File: src/hdl/window_level_to_gray8_top_assert.svh
// Assertion macros for the window level block
`ifndef WINDOW_LEVEL_TO_GRAY8_TOP_ASSERT_SVH
`define WINDOW_LEVEL_TO_GRAY8_TOP_ASSERT_SVH
`ifndef SYNTH
`define WL_CHECK(lbl, cond) \
  lbl: assert property (@(posedge clk) disable iff (rst) (cond)) \
    else $error("wl check failed");
`define WL_CHECK_NEXT(lbl, pre, post) \
  lbl: assert property (@(posedge clk) disable iff (rst) (pre) |=> (post)) \
    else $error("wl sequence check failed");
`else
`define WL_CHECK(lbl, cond)
`define WL_CHECK_NEXT(lbl, pre, post)
`endif
`endif

File: src/hdl/wl_pkg.sv
package wl_pkg;

  localparam int FRAC_BITS   = 4;
  localparam int VALUE_WIDTH = 32;
  localparam int WIDTH_W     = VALUE_WIDTH - 1;
  localparam int DEN_W       = VALUE_WIDTH;
  localparam int GRAY_W      = 8;
  localparam int REM_W       = DEN_W + GRAY_W;
  localparam int DIV_STEPS   = GRAY_W;
  localparam int SUM_W       = VALUE_WIDTH + 3;

  localparam logic [WIDTH_W-1:0] ONE_W = WIDTH_W'(1 << FRAC_BITS);
  localparam logic signed [SUM_W-1:0] TWO_ONE = SUM_W'(2 << FRAC_BITS);

  localparam logic [VALUE_WIDTH-1:0] CENTER_RESET = VALUE_WIDTH'(2048);
  localparam logic [WIDTH_W-1:0]     WIDTH_RESET  = WIDTH_W'(4096);

  localparam logic [GRAY_W-1:0] GRAY_MIN = '0;
  localparam logic [GRAY_W-1:0] GRAY_MAX = '1;

  typedef enum logic {
    REG_CENTER = 1'b0,
    REG_WIDTH  = 1'b1
  } reg_index_t;

  typedef struct packed {
    logic              vld;
    logic              last;
    logic              force_out;
    logic [GRAY_W-1:0] fval;
    logic [REM_W-1:0]  rem;
    logic [DEN_W-1:0]  den;
    logic [GRAY_W-1:0] q;
  } wl_stage_t;

endpackage

File: src/hdl/window_level_to_gray8_top.sv
// Linear window/level mapping of signed fixed-point pixels (4 fraction bits) to
// 8-bit gray. One pixel is accepted every clock while the output is not stalled;
// each result passes through the difference, edge-test and scaling registers, the
// steps of a pipelined restoring divider that yields one quotient bit per stage,
// and the output register. A stall on the output freezes the whole pipeline.
// Write the center and width registers only while no pixel is in flight.
module window_level_to_gray8_top import wl_pkg::*; (
  input  logic                          clk,
  input  logic                          rst,
  input  logic                          write_enable,
  input  logic                          reg_index,
  input  logic [VALUE_WIDTH-1:0]        write_data,
  input  logic                          in_valid,
  output logic                          in_stall,
  input  logic signed [VALUE_WIDTH-1:0] pixel_value,
  input  logic                          last_in,
  output logic                          out_valid,
  input  logic                          out_stall,
  output logic [GRAY_W-1:0]             gray_level,
  output logic                          last_out
);

  logic signed [VALUE_WIDTH-1:0] center;
  logic [WIDTH_W-1:0]            width;
  logic                          en;
  wl_stage_t                     chain [DIV_STEPS+1];
  wl_stage_t                     fin;

  assign en       = !(out_valid && out_stall);
  assign in_stall = !en;
  assign fin      = chain[DIV_STEPS];

  always_ff @(posedge clk) begin
    if (rst) begin
      center <= CENTER_RESET;
      width  <= WIDTH_RESET;
    end else if (write_enable) begin
      case (reg_index_t'(reg_index))
        REG_CENTER: center <= write_data;
        REG_WIDTH:  width  <= write_data[WIDTH_W-1:0];
        default:    ;
      endcase
    end
  end

  wl_front u_front (
    .clk         (clk),
    .rst         (rst),
    .en          (en),
    .vld_in      (in_valid),
    .last_in     (last_in),
    .pixel_value (pixel_value),
    .center      (center),
    .width       (width),
    .s3          (chain[0])
  );

  for (genvar i = 0; i < DIV_STEPS; i++) begin : g_div
    wl_div_step u_step (
      .clk   (clk),
      .rst   (rst),
      .en    (en),
      .s_in  (chain[i]),
      .s_out (chain[i+1])
    );
  end

  always_ff @(posedge clk) begin
    if (rst) begin
      out_valid <= 1'b0;
    end else if (en) begin
      out_valid <= fin.vld;
    end
  end

  always_ff @(posedge clk) begin
    if (en) begin
      gray_level <= fin.force_out ? fin.fval : fin.q;
      last_out   <= fin.last;
    end
  end

endmodule

File: src/hdl/wl_front.sv
`include "window_level_to_gray8_top_assert.svh"

module wl_front import wl_pkg::*; (
  input  logic                          clk,
  input  logic                          rst,
  input  logic                          en,
  input  logic                          vld_in,
  input  logic                          last_in,
  input  logic signed [VALUE_WIDTH-1:0] pixel_value,
  input  logic signed [VALUE_WIDTH-1:0] center,
  input  logic [WIDTH_W-1:0]            width,
  output wl_stage_t                     s3
);

  logic                        s1_vld;
  logic                        s1_last;
  logic signed [VALUE_WIDTH:0] diff1;
  logic [WIDTH_W-1:0]          wn1;

  logic                        s2_vld;
  logic                        s2_last;
  logic                        zero2;
  logic                        sat2;
  logic [DEN_W-1:0]            num2;
  logic [DEN_W-1:0]            den2;

  logic signed [VALUE_WIDTH:0] diff_next;
  logic [WIDTH_W-1:0]          wn_next;
  logic signed [SUM_W-1:0]     d_ext;
  logic signed [SUM_W-1:0]     wn_ext;
  logic signed [SUM_W-1:0]     num_sum;
  logic signed [SUM_W-1:0]     hi_sum;
  wl_stage_t                   s3_next;

  // stage 1: difference to center, clamp width
  assign diff_next = {pixel_value[VALUE_WIDTH-1], pixel_value}
                   - {center[VALUE_WIDTH-1], center};
  assign wn_next   = (width < ONE_W) ? ONE_W : width;

  // stage 2: edge tests and divisor
  assign d_ext   = {diff1[VALUE_WIDTH], diff1, 1'b0};
  assign wn_ext  = {{(SUM_W-WIDTH_W){1'b0}}, wn1};
  assign num_sum = d_ext + wn_ext;
  assign hi_sum  = d_ext + TWO_ONE - wn_ext;

  // stage 3: scale numerator by 255
  always_comb begin
    s3_next.vld       = s2_vld;
    s3_next.last      = s2_last;
    s3_next.force_out = zero2 || sat2;
    s3_next.fval      = sat2 ? GRAY_MAX : GRAY_MIN;
    s3_next.rem       = {num2, {GRAY_W{1'b0}}} - {{GRAY_W{1'b0}}, num2};
    s3_next.den       = den2;
    s3_next.q         = '0;
  end

  always_ff @(posedge clk) begin
    if (rst) begin
      s1_vld <= 1'b0;
      s2_vld <= 1'b0;
      s3.vld <= 1'b0;
    end else if (en) begin
      s1_vld <= vld_in;
      s2_vld <= s1_vld;
      s3.vld <= s3_next.vld;
    end
  end

  always_ff @(posedge clk) begin
    if (en) begin
      s1_last      <= last_in;
      diff1        <= diff_next;
      wn1          <= wn_next;
      s2_last      <= s1_last;
      zero2        <= num_sum[SUM_W-1] || (num_sum == '0);
      sat2         <= !hi_sum[SUM_W-1] && (hi_sum != '0);
      num2         <= num_sum[DEN_W-1:0];
      den2         <= {wn1 - ONE_W, 1'b0};
      s3.last      <= s3_next.last;
      s3.force_out <= s3_next.force_out;
      s3.fval      <= s3_next.fval;
      s3.rem       <= s3_next.rem;
      s3.den       <= s3_next.den;
      s3.q         <= s3_next.q;
    end
  end

  `WL_CHECK_NEXT(a_enter, vld_in && en, s1_vld)
  `WL_CHECK_NEXT(a_hold, !en, $stable(s3))
  `WL_CHECK(a_edges_excl, !(s2_vld && zero2 && sat2))
  `WL_CHECK(a_rem_bound, !(s3.vld && !s3.force_out) || (s3.rem < {s3.den, {GRAY_W{1'b0}}}))

endmodule

File: src/hdl/wl_div_step.sv
module wl_div_step import wl_pkg::*; (
  input  logic      clk,
  input  logic      rst,
  input  logic      en,
  input  wl_stage_t s_in,
  output wl_stage_t s_out
);

  logic [REM_W-1:0] dsh;
  logic [REM_W-1:0] diff;
  logic             take;
  wl_stage_t        s_next;

  // restoring step against den * 2^7, remainder shifted up each step
  assign dsh  = {1'b0, s_in.den, {(GRAY_W-1){1'b0}}};
  assign take = (s_in.rem >= dsh);
  assign diff = s_in.rem - dsh;

  always_comb begin
    s_next = s_in;
    if (!s_in.force_out) begin
      s_next.rem = take ? {diff[REM_W-2:0], 1'b0} : {s_in.rem[REM_W-2:0], 1'b0};
      s_next.q   = {s_in.q[GRAY_W-2:0], take};
    end
  end

  always_ff @(posedge clk) begin
    if (rst) begin
      s_out.vld <= 1'b0;
    end else if (en) begin
      s_out.vld <= s_next.vld;
    end
  end

  always_ff @(posedge clk) begin
    if (en) begin
      s_out.last      <= s_next.last;
      s_out.force_out <= s_next.force_out;
      s_out.fval      <= s_next.fval;
      s_out.rem       <= s_next.rem;
      s_out.den       <= s_next.den;
      s_out.q         <= s_next.q;
    end
  end

endmodule
File: config.mk
export PLATFORM = sky130hd
export DESIGN_NAME = window_level_to_gray8_top
export DESIGN_NICKNAME = d
export VERILOG_FILES = /design/src/hdl/wl_pkg.sv /design/src/hdl/window_level_to_gray8_top.sv /design/src/hdl/wl_front.sv /design/src/hdl/wl_div_step.sv
export VERILOG_INCLUDE_DIRS = /design/src /design/src/hdl
export SDC_FILE = /design/constraint.sdc
export NUM_CORES = 2
export LEC_CHECK = 0
export BUFFER_PORTS_ARGS = -buffer_cell sky130_fd_sc_hd__buf_4
export CAP_MARGIN = 40
export CORE_MARGIN = 5
export CORE_UTILIZATION = 64
export CTS_CLUSTER_SIZE = 25
export DETAILED_ROUTE_END_ITERATION = 16
export PLACE_DENSITY = 0.81
export RECOVER_POWER = 50
export SETUP_SLACK_MARGIN = 0.02
export SKIP_CTS_REPAIR_TIMING = 1
export SLEW_MARGIN = 20
export SYNTH_ARGS = -nofsm -noshare
export SYNTH_HDL_FRONTEND = slang
export SYNTH_SLANG_ARGS = --single-unit
File: constraint.sdc
create_clock -name clk -period 38.4 [get_ports clk]
set_input_delay 11.52 -clock clk [delete_from_list [all_inputs] [get_ports clk]]
set_output_delay 11.52 -clock clk [all_outputs]
set_load 0.01 [all_outputs]
After elaboration in Yosys (flattened, before gate mapping)
Index checks and enable logic that the tools add are counted.

operators by class
  reductions and logical operators = 9
  order comparisons = 9
  add/sub/neg operators = 13
  bitwise operators = 1
  multiplexer cells = 23

operators by type and width
  kind                   count
  $mux 40                14
  $ge 40x39->1           8
  $sub 39x39->39         7
  $mux 8                 9
  $sub 40x32->40         1
  $add 34x32->35         1
  $add 34x7->35 const B  1
  $logic_not 35->1       1
  $reduce_bool 35->1     1
  $sub 35x32->35         1
  $sub 32x32->33         1
  $lt 31x5->1 const B    1
  $sub 31x5->31 const B  1
  $reduce_and 2->1       2
  $logic_and 1x1->1      2
  $logic_or 1x1->1       2
  $logic_not 1->1        1
  $not 1->1              1

word-level totals
  input port bits = 71
  output and inout bits = 11
  register bits = 937
  word-level logic and storage cells = 131

Longest topological paths before layout
  depth in word-level cells = 4
  gate-level depth with buffers = 17
  mapped depth without buffers = 15

Modules after synthesis
From an unflattened synthesis, not the netlist that was laid out.

unflattened totals
  cell total of the unflattened synthesis = 5898
  area, all modules = 61898.1 sq um

modules (own cells, without submodules)
  module                             cells an instance  area each (sq um)  instances
  wl_div_step (g_div[1].u_step ...)  534                5541.6             5
  wl_front                           1453               14577.7            1
  wl_div_step (g_div[0].u_step ...)  505                5537.8             2
  wl_div_step (g_div[2].u_step)      496                5462.7             1
  window_level_to_gray8_top          269                3074.2             1

Least setup slack after synthesis
OpenSTA, ideal clock, no wires.

  kind = input-to-reg
  start point = input out_stall
  end point = register g_div[0].u_step.s_out[0] in the netlist's numbering (enable)
  stages on the path = 2
  buffers on the path = 1
  data required time = 36.966 ns
  library setup time = 1.434 ns
  data arrival time = 32.494 ns
  slack = 4.471 ns
  path through = nand2_1 clkbuf_1

on the way
  longest elaborated chain between the ends = 1

RTL lines
  what               RTL line                         RTL
  start, declared    window_level_to_gray8_top.sv:18  input logic out_stall,
  $logic_and 1x1->1  window_level_to_gray8_top.sv:29  assign en = !(out_valid && out_stall);
  end, declared      wl_div_step.sv:6                 output wl_stage_t s_out

Every way passes these cells.
A chain may end at the register's enable or synchronous reset.

Final worst setup path
  start point = input out_stall
  end point = output in_stall

on the way
  longest elaborated chain between the ends = 1

RTL lines
  what               RTL line                         RTL
  $logic_and 1x1->1  window_level_to_gray8_top.sv:29
  end, declared      window_level_to_gray8_top.sv:14  output logic in_stall,

Every way passes these cells.

==> results.yml <==
sta:
  tightest_slew_ns: 3.03
  finalHoldWorstSlack_ns: 0.417
  final_max_slew_violation_count: 893
  final_hold_viol_count: 0
  min_period_over_period: 0.656
  setup_repair_after_global_routing_missed_its_margin: "false"
  period_needed_ns: 25.18
  setup-violations-final: 0
  finalClockSkew_ns: 0.0285
  tns_ns: 0
  max_clock_freq_mhz: 39.7
  max_slew_margin: -1.02
critical_path:
  timing.critical_path.required_ns: 26.88
  capturing_element_type_of_the_critical_path: "output port"
  path_class: "input port to output port"
  crit_path_start: "out_stall"
  r2r_start: "u_front.s3[40]"
  crit_path_start_kind: "input port"
  critPathMaxFanout: 42
  worst-endpoint-arrival_ns: 13.66
grt:
  grt_pass1_vias: 37000
  grt_overflow_total: 0
  grt_first_pass_wirelength_um: 176000
  antenna_found_initial: 0
  grt.total_usage: 0.245
  pin_count_of_the_biggest_net_entering_global_routing: 198
final_layout:
  layout-area-overhead-vs-synth_pct: 8.81
  most-common-layout-cells: "769 x edfxtp_1, 502 x inv_1, 435 x nand2_1, 401 x a21oi_1, 400 x ha_1"
  post_layout_util: 0.703
  antennaDiodeCount: 0
  drive_above_1_share: 0.0893
  final_instance_area_um2: 56700
  nets: 5571
  layout.cells.most_common: "edfxtp_1"
floorplanning:
  floorplan.initialDensity: 0.646
  placementRows: 104
  die_height_um: 295
  design.core.area_um2: 80700
  design.die.area_um2: 87200
  io_count: 82
  die_width_um: 295
logic_synthesis:
  syn_inst: 5048
  number_of_distinct_library_cells_after_synthesis: 90
  synth-seq-cells: 844
  mappedNetlistNets: 5529
  synth-warning-count: 0
  postSynth.topFlopCell: "edfxtp_1"
  netlist_area_um2: 52100
  async_reset_ff_frac: 0
  synth.yosys.seq_area_share: 0.472
  synthesis.area_per_instance_um2: 10.3
  synth_enable_flop_cells: 769
power:
  cellLeakagePower_nw: 23.5
  power_density_nw_per_um2: 84.9
  vdd_drop_max_mv: 0.0420
status:
  status: "complete, but fails checks"
  failed_checks: "capacitance limit, slew limit"
hold_path:
  hp-class: "register to register"
  holdCritStartpoint: "g_div[3].u_step.s_out[86]"
clocking:
  root_buffer: "clkbuf_16"
  cts_tree: "done"
  clk_path_buf_depth: 3
  clk_pin_slew_worst_paths_ns: 0.06
  cts.htree.levels: 3
  worst_skew_pair_latency_ns: 0.65
  clock-sinks: 844
  tritoncts_buffer_count: 91
flow_run:
  count_of_max_cap_constraint_violations: 16
detailed_routing:
  wl_per_cell_um: 17.3
  route.detailed.drc: 0
  finalWirelength_um: 107000
  number_of_routed_nets_with_antenna_violations: 0
  drt_iter0_markers: 1966
  router_iterations_before_antenna_repair: 6
  vias: 36600
  route.detailed.vias_per_inst: 5.89
placed_design:
  finalWeightedCongestion: 0.937
  postPlaceCellArea_um2: 53800
  hpwl_um: 82100
  buffer_ports.inserted: 81
## cells by family (layout without fill, tap and decap cells)
group                    after synthesis  after routing  synth area share
AO/OA/AOI/OAI                       1259           1259             0.153
XOR/XNOR                             285            285            0.0480
adder cells (fa/ha/maj)              410            410            0.0999
buffers and inverters                670            785            0.0485
flip-flops                           844            844             0.472
multiplexers                         267            267            0.0559
AND/OR/NAND/NOR                     1313           1313             0.123
## state kept, by name, indices dropped and copies added, names as in the netlist, 30 cells and up
| register | flops |
|---|---|
| u_front.num2 | 32 |
| width | 31 |
| u_front.wn1 | 31 |
| g_div.u_step.s_out | 565 |
| u_front.diff1 | 33 |
| center | 32 |
| u_front.den2 | 30 |
| u_front.s3 | 74 |
## final cells by class
cell class	instances	area (µm²)
multi-input cells	3534	25000
fillers	5930	24000
well taps	1060	1330
clock buffers	110	2410
repair buffers	115	905
inverters	504	1890
flip-flops and latches	844	24600
clock inverters	56	568
## Yosys cell counts, types with 51 or more instances
library cell / n / share of area
edfxtp_1: 769 / 0.44
inv_1: 502 / 0.036
nand2_1: 435 / 0.031
a21oi_1: 401 / 0.039
ha_1: 400 / 0.096
nor2_1: 276 / 0.020
o21ai_0: 191 / 0.018
mux2_2: 188 / 0.041
xnor2_1: 185 / 0.031
a21o_1: 180 / 0.026
clkbuf_1: 155 / 0.011
nor3_1: 102 / 0.0098
xor2_1: 99 / 0.017
o21ai_1: 91 / 0.0087
nand3_1: 77 / 0.0074
mux2i_1: 76 / 0.015
dfxtp_1: 75 / 0.029
nor2b_1: 73 / 0.0088
nor4_1: 51 / 0.0061
## through the flow
step | cells | worst slack (ns) | power [mW]
6_report | 6223 | 13.22 | 4.82
2_1_floorplan | 5048 | 4.47 | 3.40
3_5_place_dp | 6054 | 14.26 | 3.93
3_3_place_gp | 6050 | 14.28 | 3.86
5_1_grt | 6223 | 12.98 | 5.18
4_1_cts | 6220 | 14.26 | 4.82
## worst max-delay path, cell delays in order
cell,delay (ns)
clkbuf_4,0.11
nand2_1,1.17
inv_1,0.55
buf_4,0.31
## report_power, final
group | total, mW | switching (mW) | internal [mW]
registers | 1.57 | 0.184 | 1.38
clock network | 0.867 | 0.352 | 0.515
logic | 2.38 | 1.30 | 1.08
total | 4.82 | 1.84 | 2.98
## metal layers
layer / vias to the layer above / routed length [µm] / GRT usage
li1: 18500 / - / -
met1: 17100 / 40500 / 0.259
met2: 737 / 57000 / 0.471
met3: 333 / 3310 / 0.0292
met4: 0 / 6610 / 0.138
met5: - / 0 / 0
## worst paths after layout
kind	endpoint	slack [ns]	cells after the start
setup / recovery	in_stall	13.22	4
hold / removal	g_div[4].u_step.s_out[86]	0.42	0
setup reg to reg	g_div[0].u_step.s_out[70]	32.48	13
hold reg to reg	g_div[4].u_step.s_out[86]	0.42	0
(Power assumes the default switching activity.)
